**config.mk**
```make
export PLATFORM = sky130hd
export DESIGN_NAME = program_stream_pack_scr_parser
export DESIGN_NICKNAME = d
export VERILOG_FILES = /design/src/hw/rtl/pspscr_pkg.sv /design/src/hw/rtl/pspscr_step.sv /design/src/hw/rtl/program_stream_pack_scr_parser.sv
export SDC_FILE = /design/constraint.sdc
export NUM_CORES = 1
export LEC_CHECK = 0
export ABC_CLOCK_PERIOD_IN_PS = 3800
export BUFFER_PORTS_ARGS = -buffer_cell sky130_fd_sc_hd__buf_4
export CORE_MARGIN = 1.5
export CORE_UTILIZATION = 54
export CTS_CLUSTER_SIZE = 8
export DETAILED_ROUTE_END_ITERATION = 8
export PLACE_DENSITY = 0.83
export RECOVER_POWER = 25
export SYNTH_ARGS = -nofsm -noshare
export SYNTH_HDL_FRONTEND = slang
export SYNTH_SLANG_ARGS = --single-unit
```
**constraint.sdc**
```tcl
create_clock -name clk_i -period 3.8 [get_ports clk_i]
set_input_delay 0.57 -clock clk_i [delete_from_list [all_inputs] [get_ports clk_i]]
set_output_delay 0.57 -clock clk_i [all_outputs]
set_load 0.005 [all_outputs]
```
**src/hw/rtl/pspscr_pkg.sv**
```systemverilog
// types, constants and codes shared by the program stream pack parser
package pspscr_pkg;

  localparam int unsigned ByteW   = 8;
  localparam int unsigned ScrW    = 33;
  localparam int unsigned EventW  = 2;
  localparam int unsigned CfgIdxW = 3;
  localparam int unsigned SkipW   = 16;
  localparam int unsigned IdxW    = 5;
  localparam int unsigned HistW   = 48;

  // register indexes on the configuration port
  localparam logic [CfgIdxW-1:0] CfgPackCode   = 3'd0;
  localparam logic [CfgIdxW-1:0] CfgSysHdrCode = 3'd1;
  localparam logic [CfgIdxW-1:0] CfgPadCode    = 3'd2;
  localparam logic [CfgIdxW-1:0] CfgVideoCode  = 3'd3;
  localparam logic [CfgIdxW-1:0] CfgAudioCode  = 3'd4;
  localparam logic [CfgIdxW-1:0] CfgEndCode    = 3'd5;

  // reset values of the start code registers
  localparam logic [ByteW-1:0] RstPackCode   = 8'hBA;
  localparam logic [ByteW-1:0] RstSysHdrCode = 8'hBB;
  localparam logic [ByteW-1:0] RstPadCode    = 8'hBE;
  localparam logic [ByteW-1:0] RstVideoCode  = 8'hE0;
  localparam logic [ByteW-1:0] RstAudioCode  = 8'hC0;
  localparam logic [ByteW-1:0] RstEndCode    = 8'hB9;

  localparam logic [IdxW-1:0] V1LastScrIdx  = 5'd4;
  localparam logic [IdxW-1:0] V2LastScrIdx  = 5'd5;
  localparam logic [IdxW-1:0] V1LastIdx     = 5'd7;
  localparam logic [IdxW-1:0] V2StuffIdx    = 5'd9;
  localparam logic [IdxW-1:0] ScrBytes      = 5'd6;

  typedef enum logic [2:0] {
    PH_SCAN = 3'd0,
    PH_CODE = 3'd1,
    PH_PACK = 3'd2,
    PH_LENH = 3'd3,
    PH_LENL = 3'd4,
    PH_SKIP = 3'd5
  } phase_e;

  typedef enum logic [EventW-1:0] {
    EV_PACK    = 2'd0,
    EV_END     = 2'd1,
    EV_UNKNOWN = 2'd2
  } event_e;

  typedef struct packed {
    logic [ByteW-1:0] pack_code;
    logic [ByteW-1:0] sys_hdr_code;
    logic [ByteW-1:0] pad_code;
    logic [ByteW-1:0] video_code;
    logic [ByteW-1:0] audio_code;
    logic [ByteW-1:0] end_code;
  } codes_t;

  typedef struct packed {
    logic [1:0]       prefix_match;
    phase_e           phase;
    logic [IdxW-1:0]  byte_index;
    logic [SkipW-1:0] skip_remaining;
    logic [ByteW-1:0] length_high;
    logic [HistW-1:0] scr_bytes;
    logic             is_v2;
  } parse_t;

  typedef struct packed {
    event_e          event_res;
    logic            version;
    logic [ScrW-1:0] scr;
  } result_t;

endpackage

```
**src/hw/rtl/pspscr_step.sv**
```systemverilog
// per-byte parser step: next parser state and optional result
module pspscr_step (
  input  pspscr_pkg::parse_t              st_i,
  input  pspscr_pkg::codes_t              codes_i,
  input  logic [pspscr_pkg::ByteW-1:0]    byte_i,
  output pspscr_pkg::parse_t              st_o,
  output logic                            res_valid_o,
  output pspscr_pkg::result_t             res_o
);

  logic [pspscr_pkg::HistW-1:0] hist;
  logic                         ver_now;
  logic                         is_v1_hdr;
  logic                         is_v2_hdr;
  logic [pspscr_pkg::ScrW-1:0]  scr_v1;
  logic [pspscr_pkg::ScrW-1:0]  scr_v2;
  logic [pspscr_pkg::SkipW-1:0] len;

  assign is_v1_hdr = (byte_i[7:4] == 4'b0010);
  assign is_v2_hdr = (byte_i[7:6] == 2'b01);
  assign hist      = {st_i.scr_bytes[pspscr_pkg::HistW-pspscr_pkg::ByteW-1:0], byte_i};
  assign len       = {st_i.length_high, byte_i};

  // timestamp fields with their marker bits dropped
  assign scr_v1 = {hist[35], hist[34:33], hist[31:24], hist[23:17], hist[15:8], hist[7:1]};
  assign scr_v2 = {hist[45], hist[44:43], hist[41:40], hist[39:32], hist[31:27],
                   hist[25:24], hist[23:16], hist[15:11]};

  always_comb begin
    st_o        = st_i;
    res_valid_o = 1'b0;
    res_o       = '{event_res: pspscr_pkg::EV_PACK, version: 1'b0, scr: '0};
    ver_now     = st_i.is_v2;
    case (st_i.phase)
      pspscr_pkg::PH_CODE: begin
        st_o.prefix_match = 2'd0;
        if (byte_i == codes_i.pack_code) begin
          st_o.phase      = pspscr_pkg::PH_PACK;
          st_o.byte_index = '0;
          st_o.scr_bytes  = '0;
        end else if (byte_i == codes_i.sys_hdr_code || byte_i == codes_i.pad_code ||
                     byte_i == codes_i.video_code || byte_i == codes_i.audio_code) begin
          st_o.phase = pspscr_pkg::PH_LENH;
        end else if (byte_i == codes_i.end_code) begin
          st_o.phase      = pspscr_pkg::PH_SCAN;
          res_valid_o     = 1'b1;
          res_o.event_res = pspscr_pkg::EV_END;
        end else begin
          st_o.phase = pspscr_pkg::PH_SCAN;
        end
      end
      pspscr_pkg::PH_PACK: begin
        if (st_i.byte_index == '0 && !is_v1_hdr && !is_v2_hdr) begin
          // unknown version: the byte goes back to the prefix search
          st_o.phase        = pspscr_pkg::PH_SCAN;
          st_o.prefix_match = (byte_i == '0) ? 2'd1 : 2'd0;
          res_valid_o       = 1'b1;
          res_o.event_res   = pspscr_pkg::EV_UNKNOWN;
        end else begin
          if (st_i.byte_index == '0) begin
            ver_now    = is_v2_hdr && !is_v1_hdr;
            st_o.is_v2 = ver_now;
          end
          if (st_i.byte_index < pspscr_pkg::ScrBytes) begin
            st_o.scr_bytes = hist;
          end
          st_o.byte_index = st_i.byte_index + 1'b1;
          if (!ver_now) begin
            if (st_i.byte_index >= pspscr_pkg::V1LastIdx) begin
              st_o.phase = pspscr_pkg::PH_SCAN;
            end
            if (st_i.byte_index == pspscr_pkg::V1LastScrIdx) begin
              res_valid_o = 1'b1;
              res_o.scr   = scr_v1;
            end
          end else begin
            if (st_i.byte_index >= pspscr_pkg::V2StuffIdx) begin
              if (byte_i[2:0] == 3'd0) begin
                st_o.phase = pspscr_pkg::PH_SCAN;
              end else begin
                st_o.skip_remaining = {{(pspscr_pkg::SkipW-3){1'b0}}, byte_i[2:0]};
                st_o.phase          = pspscr_pkg::PH_SKIP;
              end
            end
            if (st_i.byte_index == pspscr_pkg::V2LastScrIdx) begin
              res_valid_o   = 1'b1;
              res_o.version = 1'b1;
              res_o.scr     = scr_v2;
            end
          end
        end
      end
      pspscr_pkg::PH_LENH: begin
        st_o.length_high = byte_i;
        st_o.phase       = pspscr_pkg::PH_LENL;
      end
      pspscr_pkg::PH_LENL: begin
        if (len == '0) begin
          st_o.phase = pspscr_pkg::PH_SCAN;
        end else begin
          st_o.skip_remaining = len;
          st_o.phase          = pspscr_pkg::PH_SKIP;
        end
      end
      pspscr_pkg::PH_SKIP: begin
        if (st_i.skip_remaining <= 1) begin
          st_o.skip_remaining = '0;
          st_o.phase          = pspscr_pkg::PH_SCAN;
        end else begin
          st_o.skip_remaining = st_i.skip_remaining - 1'b1;
        end
      end
      default: begin
        st_o.phase = pspscr_pkg::PH_SCAN;
        if (byte_i == 8'd0) begin
          if (st_i.prefix_match < 2'd2) begin
            st_o.prefix_match = st_i.prefix_match + 1'b1;
          end
        end else if (byte_i == 8'd1 && st_i.prefix_match >= 2'd2) begin
          st_o.prefix_match = 2'd0;
          st_o.phase        = pspscr_pkg::PH_CODE;
        end else begin
          st_o.prefix_match = 2'd0;
        end
      end
    endcase
  end

endmodule

```
**src/hw/rtl/program_stream_pack_scr_parser.sv**
```systemverilog
// top level of the program stream pack header and scr parser
//
//  channel | direction | handshake                | payload
//  in      | to block  | in_valid_i / in_stall_o  | data_byte_i
//  out     | from block| out_valid_o / out_stall_i| event_res_o, version_o, scr_o
//  cfg     | to block  | cfg_valid_i / cfg_ready_o| cfg_index_i, cfg_data_i
//
// one byte a cycle while in_stall_o is low; a byte passes from the input register
// through the step logic, and its result (if any) is written to the output register
// the input register refills while a result waits; in_stall_o rises only when
// a byte is held and the output register is full and stalled
// reset clears the parser state and loads the default start codes
module program_stream_pack_scr_parser (
  input  logic                               clk_i,
  input  logic                               rst_ni,
  input  logic                               in_valid_i,
  output logic                               in_stall_o,
  input  logic [pspscr_pkg::ByteW-1:0]       data_byte_i,
  output logic                               out_valid_o,
  input  logic                               out_stall_i,
  output logic [pspscr_pkg::EventW-1:0]      event_res_o,
  output logic                               version_o,
  output logic [pspscr_pkg::ScrW-1:0]        scr_o,
  input  logic                               cfg_valid_i,
  output logic                               cfg_ready_o,
  input  logic [pspscr_pkg::CfgIdxW-1:0]     cfg_index_i,
  input  logic [pspscr_pkg::ByteW-1:0]       cfg_data_i
);

  logic                          in_valid_q;
  logic [pspscr_pkg::ByteW-1:0]  in_byte_q;
  logic                          out_free;
  logic                          advance;
  logic                          load_in;
  logic                          out_valid_q;
  pspscr_pkg::result_t           out_q;
  pspscr_pkg::parse_t            st_q;
  pspscr_pkg::parse_t            st_d;
  pspscr_pkg::codes_t            codes_q;
  logic                          res_valid;
  pspscr_pkg::result_t           res;

  assign out_free    = !out_valid_q || !out_stall_i;
  assign advance     = in_valid_q && out_free;
  assign in_stall_o  = in_valid_q && !out_free;
  assign load_in     = !in_stall_o;
  assign cfg_ready_o = 1'b1;

  pspscr_step u_step (
    .st_i        (st_q),
    .codes_i     (codes_q),
    .byte_i      (in_byte_q),
    .st_o        (st_d),
    .res_valid_o (res_valid),
    .res_o       (res)
  );

  always_ff @(posedge clk_i or negedge rst_ni) begin
    if (!rst_ni) begin
      in_valid_q <= 1'b0;
    end else if (load_in) begin
      in_valid_q <= in_valid_i;
    end
  end

  always_ff @(posedge clk_i) begin
    if (load_in && in_valid_i) begin
      in_byte_q <= data_byte_i;
    end
  end

  always_ff @(posedge clk_i or negedge rst_ni) begin
    if (!rst_ni) begin
      st_q <= '{phase: pspscr_pkg::PH_SCAN, default: '0};
    end else if (advance) begin
      st_q <= st_d;
    end
  end

  always_ff @(posedge clk_i or negedge rst_ni) begin
    if (!rst_ni) begin
      out_valid_q <= 1'b0;
    end else if (advance && res_valid) begin
      out_valid_q <= 1'b1;
    end else if (!out_stall_i) begin
      out_valid_q <= 1'b0;
    end
  end

  always_ff @(posedge clk_i) begin
    if (advance && res_valid) begin
      out_q <= res;
    end
  end

  always_ff @(posedge clk_i or negedge rst_ni) begin
    if (!rst_ni) begin
      codes_q.pack_code    <= pspscr_pkg::RstPackCode;
      codes_q.sys_hdr_code <= pspscr_pkg::RstSysHdrCode;
      codes_q.pad_code     <= pspscr_pkg::RstPadCode;
      codes_q.video_code   <= pspscr_pkg::RstVideoCode;
      codes_q.audio_code   <= pspscr_pkg::RstAudioCode;
      codes_q.end_code     <= pspscr_pkg::RstEndCode;
    end else if (cfg_valid_i && cfg_ready_o) begin
      case (cfg_index_i)
        pspscr_pkg::CfgPackCode:   codes_q.pack_code    <= cfg_data_i;
        pspscr_pkg::CfgSysHdrCode: codes_q.sys_hdr_code <= cfg_data_i;
        pspscr_pkg::CfgPadCode:    codes_q.pad_code     <= cfg_data_i;
        pspscr_pkg::CfgVideoCode:  codes_q.video_code   <= cfg_data_i;
        pspscr_pkg::CfgAudioCode:  codes_q.audio_code   <= cfg_data_i;
        pspscr_pkg::CfgEndCode:    codes_q.end_code     <= cfg_data_i;
        default: ;
      endcase
    end
  end

  assign out_valid_o = out_valid_q;
  assign event_res_o = out_q.event_res;
  assign version_o   = out_q.version;
  assign scr_o       = out_q.scr;

endmodule

```
======== After elaboration in Yosys (flattened, before gate mapping) ========
Cells that the tools add are included.
cells by class
  $add $sub $neg .......................... 3
  magnitude comparators ................... 6
  reduce and logical (&&, ||, !) cells .... 41
  mux-type cells .......................... 51
  equality and inequality tests ........... 34
  bitwise gates (word level) .............. 4
operators by type and width
  kind                                                   count
  two-way mux 16 bit                                     5
  two-way mux 38 bit                                     2
  case mux 38 bit (2 select lines)                       1
  two-way mux 33 bit                                     2
  == test 8 bit                                          6
  case mux 16 bit (3 select lines)                       1
  two-way mux 39 bit                                     1
  two-way mux 34 bit                                     1
  two-way mux 3 bit                                      9
  two-way mux 21 bit                                     1
  <= comparator 16 x 1 -> 1 bit, second input constant   1
  zero test 16 bit                                       1
  subtractor 16 x 1 -> 16 bit, second input constant     1
  two-way mux 1 bit                                      15
  case mux 3 bit (5 select lines)                        1
  two-way mux 2 bit                                      7
  AND reduction 2 bit                                    7
  == test 3 x 2 -> 1 bit, second input constant          4
  == test 3 bit, second input constant                   4
  inequality test 2 x 1 -> 1 bit, second input constant  6
  AND reduction 4 bit                                    3
  == test 5 x 3 -> 1 bit, second input constant          2
  case mux 5 bit (2 select lines)                        1
  == test 8 x 1 -> 1 bit, second input constant          1
  31 further kinds                                       56
word-level totals
  output and inout port bits .............. 39
  register bits after elaboration ......... 167
  logic and storage cells ................. 158

======== Longest topological paths before layout ========
Gate-level depths: netlist of the first run.
  depth in word-level cells ............... 11
  mapped depth ............................ 9

======== By module ========
From an unflattened synthesis of the first run, not the netlist that was laid out.
unflattened totals
  cell total of the unflattened synthesis .. 754
  area total of the unflattened synthesis .. 9188.8 µm²
by module, submodules not included
  module                          cells an instance  area an instance (µm²)  instances  sequential area each (µm²)
  program_stream_pack_scr_parser  338                6368.6                  1          4683.2
  pspscr_step                     416                2820.2                  1          0.0

======== Worst setup path after synthesis of the first run ========
Ideal clock, no wire load.
  path type ............................... register to register
  from .................................... register st_q[80] in the netlist's numbering
  to ...................................... register out_q, in the netlist event_res_o[0], enable pin
  data required time ...................... 3.349 ns
  path slack .............................. -0.285 ns
  period minus slack after synthesis ...... 4.085 ns
  arrival time ............................ 3.634 ns
  cell stages (with the launch flop) ...... 9
  cell sequence ........................... dfrtp_1 buf_2 or3b_1 buf_2 nor3_1 and4_1 buf_2 inv_1 a31oi_1
between the ends
  cells in the longest elaborated chain, start to end .. 3
  elaborated cells between the ends (all ways) .. 4
ends and longest elaborated chain
  element                                                                  RTL line                              RTL
  start, declared                                                          program_stream_pack_scr_parser.sv:37  pspscr_pkg::parse_t st_q;
  start signal, assigned                                                   program_stream_pack_scr_parser.sv:76  st_q <= st_d;
  == test 3 x 2 -> 1 bit / == test 3 x 1 -> 1 bit (equally long branches)  pspscr_step.sv:34                     case (st_i.phase)
  case mux 1 bit (2 select lines) (*)                                      pspscr_step.sv:34
  logical AND 1 bit (*)                                                    program_stream_pack_scr_parser.sv:91  if (advance && res_valid) begin
  end signal, assigned                                                     program_stream_pack_scr_parser.sv:92  out_q <= res;
  end, declared                                                            program_stream_pack_scr_parser.sv:36  pspscr_pkg::result_t out_q;
Mark *: on every way between the ends. The rest lies on a longest branch, timed or not.
A chain may end at the register's enable or synchronous reset.

======== Final worst setup path of the first run ========
  from .................................... register st_q[78] in the netlist's numbering
  to ...................................... register out_q, in the netlist scr_o[3], enable pin
The elaborated chain is that of the path after synthesis.

==> results.ini, run 1 <==
[run_status]
status = finished with violations
violations = capacitance limit, slew limit

[floorplan]
design.die.area_sq_um = 15400
core-area_sq_um = 14400
ioPinCount = 63
fp.dieH_um = 124
die_w_um = 124
start_util = 0.550
fp-row-count = 44

[route]
met1Wirelength_um = 7630
via_per_inst = 5.96
first_pass_iters = 7
wirelength_um = 18000
dr_wl_met3_um = 1010
vias = 5695
drtAntennaViolNets = 0
wl_per_cell_um = 18.9
initialDrtViolationCount = 478
wl_met2_um = 8960
drcViolationCount = 0
top_layer = met4

[logic_synthesis]
yosysTopAreaCellShare = 0.299
ys_seq_area_frac = 0.555
dominantRegCellSynth = dfrtp_1
ys_types = 58
synth_edf_count = 44
synthCells = 711
yosysTopAreaCell = dfrtp_1
synth_area_leaders = dfrtp_1, edfxtp_1, dfstp_2, mux2_2, xor2_1
synth-async-reset-ratio = 0.735
synth_common_cells = nand2_1, dfrtp_1, mux2_2
synth.cell_area_sq_um = 7940
syn_avg_cell_area_sq_um = 11.2
ys_seq_elements = 166
yosysMostFrequentCell = nand2_1
yosys_warnings = 0
syn_nets = 741

[clock_tree]
cts_resized = 0
clock_latency_ns = 0.44
ctsHoldBuffers = 0
cts_setup_buffers = 0
htreeDepth = 4
cts-root-buf = clkbuf_16
cts_buffers = 17
clock_sinks = 166
clock_path_buffers = 2
path_clk_slew_ns = 0.07
cts_tree = built

[worst_setup_path]
r2r-start = st_q[78]
endpoint = scr_o[3]
r2r_slack_ns = 0.91
end_kind = register
cpMaxStageDelayCell = or3b_1
cp_max_fo = 36
worstRegToRegCells = 6
path_cells = or3b_1, nor3_1, and4_1, inv_1, a31oi_4, buf_4
critPathKind = register to register
slowest_delay_ns = 0.60
r2r-end = scr_o[3]
cp-startpoint = st_q[78]
cp.required_ns = 3.89
worstPathArrival_ns = 2.97
start_kind = register

[timing]
slew_violations = 65
hold_viol_final = 0
min_period_ns = 2.89
finalSetupTns_ns = 0
min_period_over_period = 0.760
rsz0062_at_grt = false
finalClockSkew_ns = 0.00922
fin_ws_ns = 0.913
tightest_slew_ns = 1.61
setup_viol = 0
max_slew_margin = -0.0747
max_clock_freq_mhz = 346

[power]
intPower_w = 0.00337
swShare = 0.318
switchingPower_w = 0.00157
power_frac_seq = 0.473
pwr-share-clk = 0.329
power_density_nw_per_um2 = 543
p_comb_frac = 0.197
irDropWorstVdd_mv = 0.419
p_leak_nw = 3.75

[grt]
grt_pass1_wl_um = 29500
grt_max_degree = 75
grt_pass1_vias = 5732
antenna_found_initial = 0
grtUsageTotal = 0.242
overflow = 0

[cells_and_area]
final_layout_size_suffix_gt1_frac = 0.257
final_area_sq_um = 9090
fin_util = 0.630
nNetsFinal = 788
antenna_cells = 0
syn_to_final_growth_pct = 14.5

[placed_design]
io_buffers = 61
dp_hpwl_um = 12300
dpl_cell_area_sq_um = 8550
place_worst_setup_slack_ns = 0.918
gp_congestion = 0.928

[min_path]
hold_class = primary input to asynchronous set/reset pin

[run]
maxCapViolCount = 1

-- layer usage --
metal,global-route usage,up-vias
met1,0.311,2809
met4,0.0933,0
met5,0,-
met3,0.0659,44
met2,0.393,204
li1,-,2638
-- power groups by stage --
stage / Sequential (W) / Clock, W / Combinational (W)
floorplan: 0.00226 / 0 / 0.000782
global placement: 0.00235 / 0 / 0.000930
detailed placement: 0.00236 / 0 / 0.000965
CTS: 0.00233 / 0.00164 / 0.000971
global route: 0.00237 / 0.00172 / 0.00109
finish: 0.00234 / 0.00163 / 0.000976
-- cells by family after synthesis --
family	after synthesis	share of synthesized area
buffers and inverters	57	0.0323
XOR/XNOR	56	0.0618
adder cells (fa/ha/maj)	6	0.00946
AO/OA/AOI/OAI	148	0.120
other	1	0.000472
flip-flops	166	0.555
multiplexers	63	0.0884
AND/OR/NAND/NOR	214	0.132
-- through the flow --
step,power [W],hold slack [ns],cells
4_1_cts,0.00494,0.221,955
5_1_grt,0.00517,0.242,955
2_1_floorplan,0.00304,0.274,711
3_3_place_gp,0.00328,0.462,923
6_report,0.00494,0.203,955
3_5_place_dp,0.00333,0.472,923
-- placed cells by master (no fill, tap or decap), types with 11 or more instances in the layout --
master / synthesis / routed
nor3_1: 14 / 14
o21ai_0: 54 / 54
dfrtp_1: 95 / 95
o21ai_1: 11 / 11
inv_1: 14 / 14
edfxtp_1: 44 / 44
a22o_1: 33 / 33
xor2_1: 46 / 46
buf_4: 1 / 62
mux2_2: 57 / 57
nand2_1: 105 / 105
nor4_1: 18 / 18
a21oi_1: 25 / 24
nor2_1: 34 / 34
clkbuf_16: 0 / 17
dfstp_2: 27 / 27
-- flip-flops by register name (all words and copies together) (netlist names) --
signal and flops:
event_res_o 2, scr_o 33, version_o 1, out_valid_o 1
codes_q 48, st_q 72, in_byte_q 8, in_valid_q 1
-- worst min path at each step --
stage / to / startpoint / slack (ns)
3_5_place_dp: st_q[36] / st_q[36] / 0.47
3_3_place_gp: st_q[36] / st_q[36] / 0.46
4_1_cts: st_q[60] / rst_ni / 0.22
6_report: st_q[60] / rst_ni / 0.20
2_1_floorplan: codes_q[10] / rst_ni / 0.27
5_1_grt: st_q[60] / rst_ni / 0.24
-- layout make-up --
cell class                      count  area (sq um)
Sequential cell                   166          4410
Inverter                           14          52.6
Fill cell                        1121          5330
Clock inverter                     15           135
Timing Repair Buffer               71           531
Tap cell                          184           230
Clock buffer                       17           425
Multi-Input combinational cell    488          3310
-- critical path, delay by kind of cell, from the launching register on --
family / cells / cell delay [ns]
compound gates: 1 / 0.16
simple gates: 3 / 1.31
flops: 1 / 0.54
buf+inv: 2 / 0.50
Power figures use the tool's default switching activity.
==> run 2, diff against run 1 <==
--- a/config.mk
+++ b/config.mk
@@ -5,7 +5,7 @@
 export SDC_FILE = /design/constraint.sdc
 export NUM_CORES = 1
 export LEC_CHECK = 0
-export ABC_CLOCK_PERIOD_IN_PS = 3800
+export ABC_CLOCK_PERIOD_IN_PS = 2500
 export BUFFER_PORTS_ARGS = -buffer_cell sky130_fd_sc_hd__buf_4
 export CORE_MARGIN = 1.5
 export CORE_UTILIZATION = 54
==> constraint.sdc (replaced) <==
create_clock -name clk_i -period 2.5 [get_ports clk_i]
set_input_delay 0.375 -clock clk_i [delete_from_list [all_inputs] [get_ports clk_i]]
set_output_delay 0.375 -clock clk_i [all_outputs]
set_load 0.005 [all_outputs]
==> results.ini, run 2 (same netlist as run 1, synthesis figures left out) <==
[min_path]
hold_class = primary input to register

[grt]
use_met3 = 0.0530
grtUsageTotal = 0.246
overflow = 0
grt_pass1_vias = 5845
use_met2 = 0.419
antenna_found_initial = 0
grt_pass1_wl_um = 30000
grt_use_met1 = 0.306
grt_max_degree = 123
grt_busiest_layer = met2

[worst_setup_path]
worstPathArrival_ns = 2.51
cpMaxStageDelayCell = edfxtp_1
path_cells = xor2_1, nor4_1, nand2_1, nand4_1, nand4b_1, a31oi_4, buf_12
critPathKind = register to register
end_kind = register
slowest_delay_ns = 0.72
start_kind = register
cp_max_fo = 36
cp_top_family = flip-flops
path_buf_inv = 1
cp.required_ns = 2.62

[clock_tree]
cts_buffers = 17
htreeDepth = 4
cts-root-buf = clkbuf_16
clock_path_buffers = 2
clock_sinks = 166
cts_tree = built
ctsHoldBuffers = 0
clock_latency_ns = 0.43
path_clk_slew_ns = 0.06

[placed_design]
gp_congestion = 0.936
io_buffers = 61
dp_hpwl_um = 12700

[route]
drtAntennaViolNets = 0
wl_per_cell_um = 19.0
first_pass_iters = 5
wirelength_um = 18800
via_per_inst = 5.98
drcViolationCount = 0
vias = 5898
initialDrtViolationCount = 527

[timing]
setup_viol = 0
finalClockSkew_ns = 0.0121
min_period_over_period = 0.957
hold_ws_ns = 0.139
min_period_ns = 2.39
max_clock_freq_mhz = 418
max_slew_margin = -0.0883
slew_violations = 123
tightest_slew_ns = 1.63
hold_viol_final = 0

[power]
power_frac_seq = 0.457
switchingPower_w = 0.00234
power_density_nw_per_um2 = 816
pwr-share-clk = 0.325
power.total_w = 0.00766
intPower_w = 0.00533
irDropWorstVdd_mv = 0.546
p_leak_nw = 3.92
p_comb_frac = 0.218
swShare = 0.305

[cells_and_area]
nNetsFinal = 819
antenna_cells = 0
regMostFlops = st_q
final_layout_size_suffix_gt1_frac = 0.286
mostFrequentLayoutCells = nand2_1, dfrtp_1, buf_4, mux2_2, o21ai_0
fillers = 1077
syn_to_final_growth_pct = 18.3
largest_reg_flops = 72
final_common_cell = nand2_1

[floorplan]
core-area_sq_um = 14400
design.die.area_sq_um = 15400
fp-row-count = 44
die_w_um = 124
start_util = 0.550
ioPinCount = 63
fp.dieH_um = 124

[run]
maxCapViolCount = 1

[run_status]
status = finished with violations
violations = capacitance limit, slew limit

[run 2: changes by cell type in the layout (fill, tap and decap cells not counted), moves of 3 or more]
cell and change:
buf_12 +3, buf_4 +27, clkbuf_1 +4, inv_8 -3
[run 2: worst paths after layout]
| path | startpoint | to | slack (ns) | depth (start not counted) |
|---|---|---|---|---|
| max in group asynchronous | rst_ni | st_q[73] | 0.99 | 2 |
| max reg2reg | in_byte_q[0] | scr_o[4] | 0.11 | 7 |
| max | in_byte_q[0] | scr_o[4] | 0.11 | 7 |
| min | data_byte_i[3] | in_byte_q[3] | 0.14 | 1 |
| min in group asynchronous | rst_ni | st_q[72] | 0.49 | 2 |
| min reg2reg | st_q[34] | st_q[34] | 0.48 | 2 |
[run 2: final cells by class]
class,count,area (sq um),area share
Clock inverter,10,96.3,0.0103
Clock buffer,22,465,0.0496
Multi-Input combinational cell,488,3330,0.354
Tap cell,184,230,0.0245
Sequential cell,166,4410,0.469
Inverter,14,58.8,0.00626
Timing Repair Buffer,102,803,0.0855
[run 2: layer usage]
layer,vias to the layer above,part of all wire
li1,2697,-
met1,2925,0.40
met2,226,0.51
met3,50,0.066
met4,0,0.028
met5,-,0
[run 2: worst reg2reg max path, delay by kind of cell, from the launching register on]
kind,cells,cell delay [ns]
AOI/OAI and AO/OA,1,0.23
buffers and inverters,1,0.23
xor gates and xnor gates,1,0.22
DFF,1,0.72
and+or+nand+nor,4,0.65
[run 2: power groups by stage]
stage / registers (W) / clock network [W] / logic [W]
after CTS: 0.00350 / 0.00251 / 0.00163
after global routing: 0.00354 / 0.00263 / 0.00182
after global placement: 0.00353 / 0 / 0.00154
after floorplan: 0.00343 / 0 / 0.00120
final: 0.00350 / 0.00249 / 0.00167
after detailed placement: 0.00355 / 0 / 0.00160
[run 2: per-stage QoR]
stage / area, sq um / utilization / cells / worst slack [ns] / setup TNS, ns
finish: 9390 / 0.651 / 986 / 0.107 / 0
global route: 9390 / 0.651 / 986 / -0.0324 / -0.855
CTS: 9330 / 0.647 / 977 / 0.0155 / 0
detailed placement: 8760 / 0.607 / 944 / 0.0333 / 0
global placement: 8760 / 0.607 / 944 / 0.159 / 0
floorplan: 7990 / - / 711 / -0.167 / -6.02
[run 2: repair_timing]
item | 4_1_cts | 5_1_grt
gates cloned | 0 | 0
pin swaps | 0 | 0
hold endpoints to repair | 0 | 0
setup endpoints to repair | 3 | 19
resized for setup | 0 | 2
buffers inserted | 1 | 9
==> run 3, diff against run 2 <==
--- a/config.mk
+++ b/config.mk
@@ -5,10 +5,10 @@
 export SDC_FILE = /design/constraint.sdc
 export NUM_CORES = 1
 export LEC_CHECK = 0
-export ABC_CLOCK_PERIOD_IN_PS = 2500
+export ABC_CLOCK_PERIOD_IN_PS = 3000
 export BUFFER_PORTS_ARGS = -buffer_cell sky130_fd_sc_hd__buf_4
 export CORE_MARGIN = 1.5
-export CORE_UTILIZATION = 54
+export CORE_UTILIZATION = 57
 export CTS_CLUSTER_SIZE = 8
 export DETAILED_ROUTE_END_ITERATION = 8
 export PLACE_DENSITY = 0.83
==> constraint.sdc (replaced) <==
create_clock -name clk_i -period 3 [get_ports clk_i]
set_input_delay 0.45 -clock clk_i [delete_from_list [all_inputs] [get_ports clk_i]]
set_output_delay 0.45 -clock clk_i [all_outputs]
set_load 0.005 [all_outputs]
==> results.ini, run 3 (same netlist as run 1, synthesis figures left out) <==
[run_status]
status = finished, final reports clean

[floorplan]
design.die.area_sq_um = 14600
fp.dieH_um = 121
core-area_sq_um = 13400
start_util = 0.592
ioPinCount = 63
die_w_um = 121
fp-row-count = 42

[route]
via_per_inst = 6.10
drtAntennaViolNets = 0
drcViolationCount = 0
vias = 5849
wirelength_um = 18100
wl_per_cell_um = 18.9
initialDrtViolationCount = 456
first_pass_iters = 6

[worst_setup_path]
critPathKind = register to register
end_kind = register
start_kind = register
cpMostUsedCell = nand2_1
cpMaxStageDelayCell = edfxtp_1
cp.required_ns = 3.12
worstPathArrival_ns = 2.62
cp_max_fo = 36
slowest_delay_ns = 0.62
path_cells = buf_4, nor2b_1, o21bai_1, nand2_1, nand2_1, nand2_1, a31oi_4, buf_12

[clock_tree]
cts_buffers = 17
path_clk_slew_ns = 0.06
cts_resized = 0
clock_path_buffers = 2
ctsHoldBuffers = 0
cts-root-buf = clkbuf_16
clock_sinks = 166
clock_latency_ns = 0.44
cts_tree = built
cts_setup_buffers = 0
htreeDepth = 4

[placed_design]
place_worst_setup_slack_ns = 0.566
io_buffers = 61
gp_congestion = 0.883
dp_hpwl_um = 12000

[cells_and_area]
mostFrequentLayoutCells = nand2_1, dfrtp_1, buf_4, mux2_2, o21ai_0
syn_to_final_growth_pct = 16.4
regMostFlops = st_q
final_layout_size_suffix_gt1_frac = 0.266
area.sequential_sq_um = 4410
multi_input_area_sq_um = 3310
final_common_cell = nand2_1
antenna_cells = 0
largest_reg_flops = 72
fin_util = 0.689
fillers = 945
nNetsFinal = 800

[power]
power_density_nw_per_um2 = 695
p_leak_nw = 3.83
power.total_w = 0.00642
irDropWorstVdd_mv = 0.446

[timing]
hold_viol_final = 0
min_period_ns = 2.50
finalClockSkew_ns = 0.00925
fin_ws_ns = 0.505
setup_viol = 0
rsz0062_at_grt = false
min_period_over_period = 0.832
finalSetupTns_ns = 0
max_clock_freq_mhz = 401
max_slew_margin = 0.153
slew_violations = 0
tightest_slew_ns = 1.27

[grt]
overflow = 0
grtUsageTotal = 0.268
grt_pass1_wl_um = 30000
grt_pass1_vias = 5932
grt_max_degree = 75
antenna_found_initial = 0

[run]
maxCapViolCount = 0

[min_path]
hold_class = primary input to register

run 3: cell types whose count changed in the layout (fill, tap and decap cells not counted), moves of 2 or more:
cell	delta
inv_6	+2
buf_4	-19
clkinv_4	-2
clkbuf_4	-2
clkbuf_1	-2
inv_1	+2
run 3: final timing paths:
| check | from | end | slack, ns | cells after the start |
|---|---|---|---|---|
| hold reg to reg | st_q[36] | st_q[36] | 0.49 | 2 |
| hold / removal | in_valid_i | in_valid_q | 0.21 | 2 |
| max in group asynchronous | rst_ni | codes_q[23] | 1.69 | 2 |
| setup / recovery | in_byte_q[4] | scr_o[4] | 0.50 | 8 |
| setup reg to reg | in_byte_q[4] | scr_o[4] | 0.50 | 8 |
| min in group asynchronous | rst_ni | codes_q[10] | 0.29 | 1 |
run 3: metrics by stage:
step,instances,instance area [sq um],hold slack (ns)
after floorplan,711,7950,0.154
after global placement,927,8650,0.462
after detailed placement,927,8650,0.472
after CTS,959,9250,0.0560
after global routing,959,9240,0.192
final,959,9240,0.210
run 3: layout make-up:
class                      count  share of cell area
clock buffer                  18              0.0465
sequential                   166               0.477
inverter                      14             0.00569
multi-input combinational    488               0.358
tap                          176              0.0238
clock inverter                14              0.0177
timing repair buffer          83              0.0708
run 3: per-layer routing:
metal  GRT usage  vias up  wire length (um)
met3      0.0526       54              1120
met2       0.453      265              9050
met1       0.332     2870              7390
met4       0.124        0               563
li1            -     2660                 -
met5           0        -                 0
run 3: where the power goes:
| group | internal [W] | switching, W | leakage (nW) | total [W] |
|---|---|---|---|---|
| Combinational | 0.000567 | 0.000729 | 1.56 | 0.00130 |
| Sequential | 0.00264 | 0.000300 | 1.98 | 0.00294 |
| Clock | 0.00125 | 0.000943 | 0.284 | 0.00219 |
run 3: worst max-delay path, delay by kind of cell, from the launching register on:
family          cells  cell delay (ns)
buf+inv             2             0.50
compound gates      2             0.50
simple gates        4             0.53
flops               1             0.62
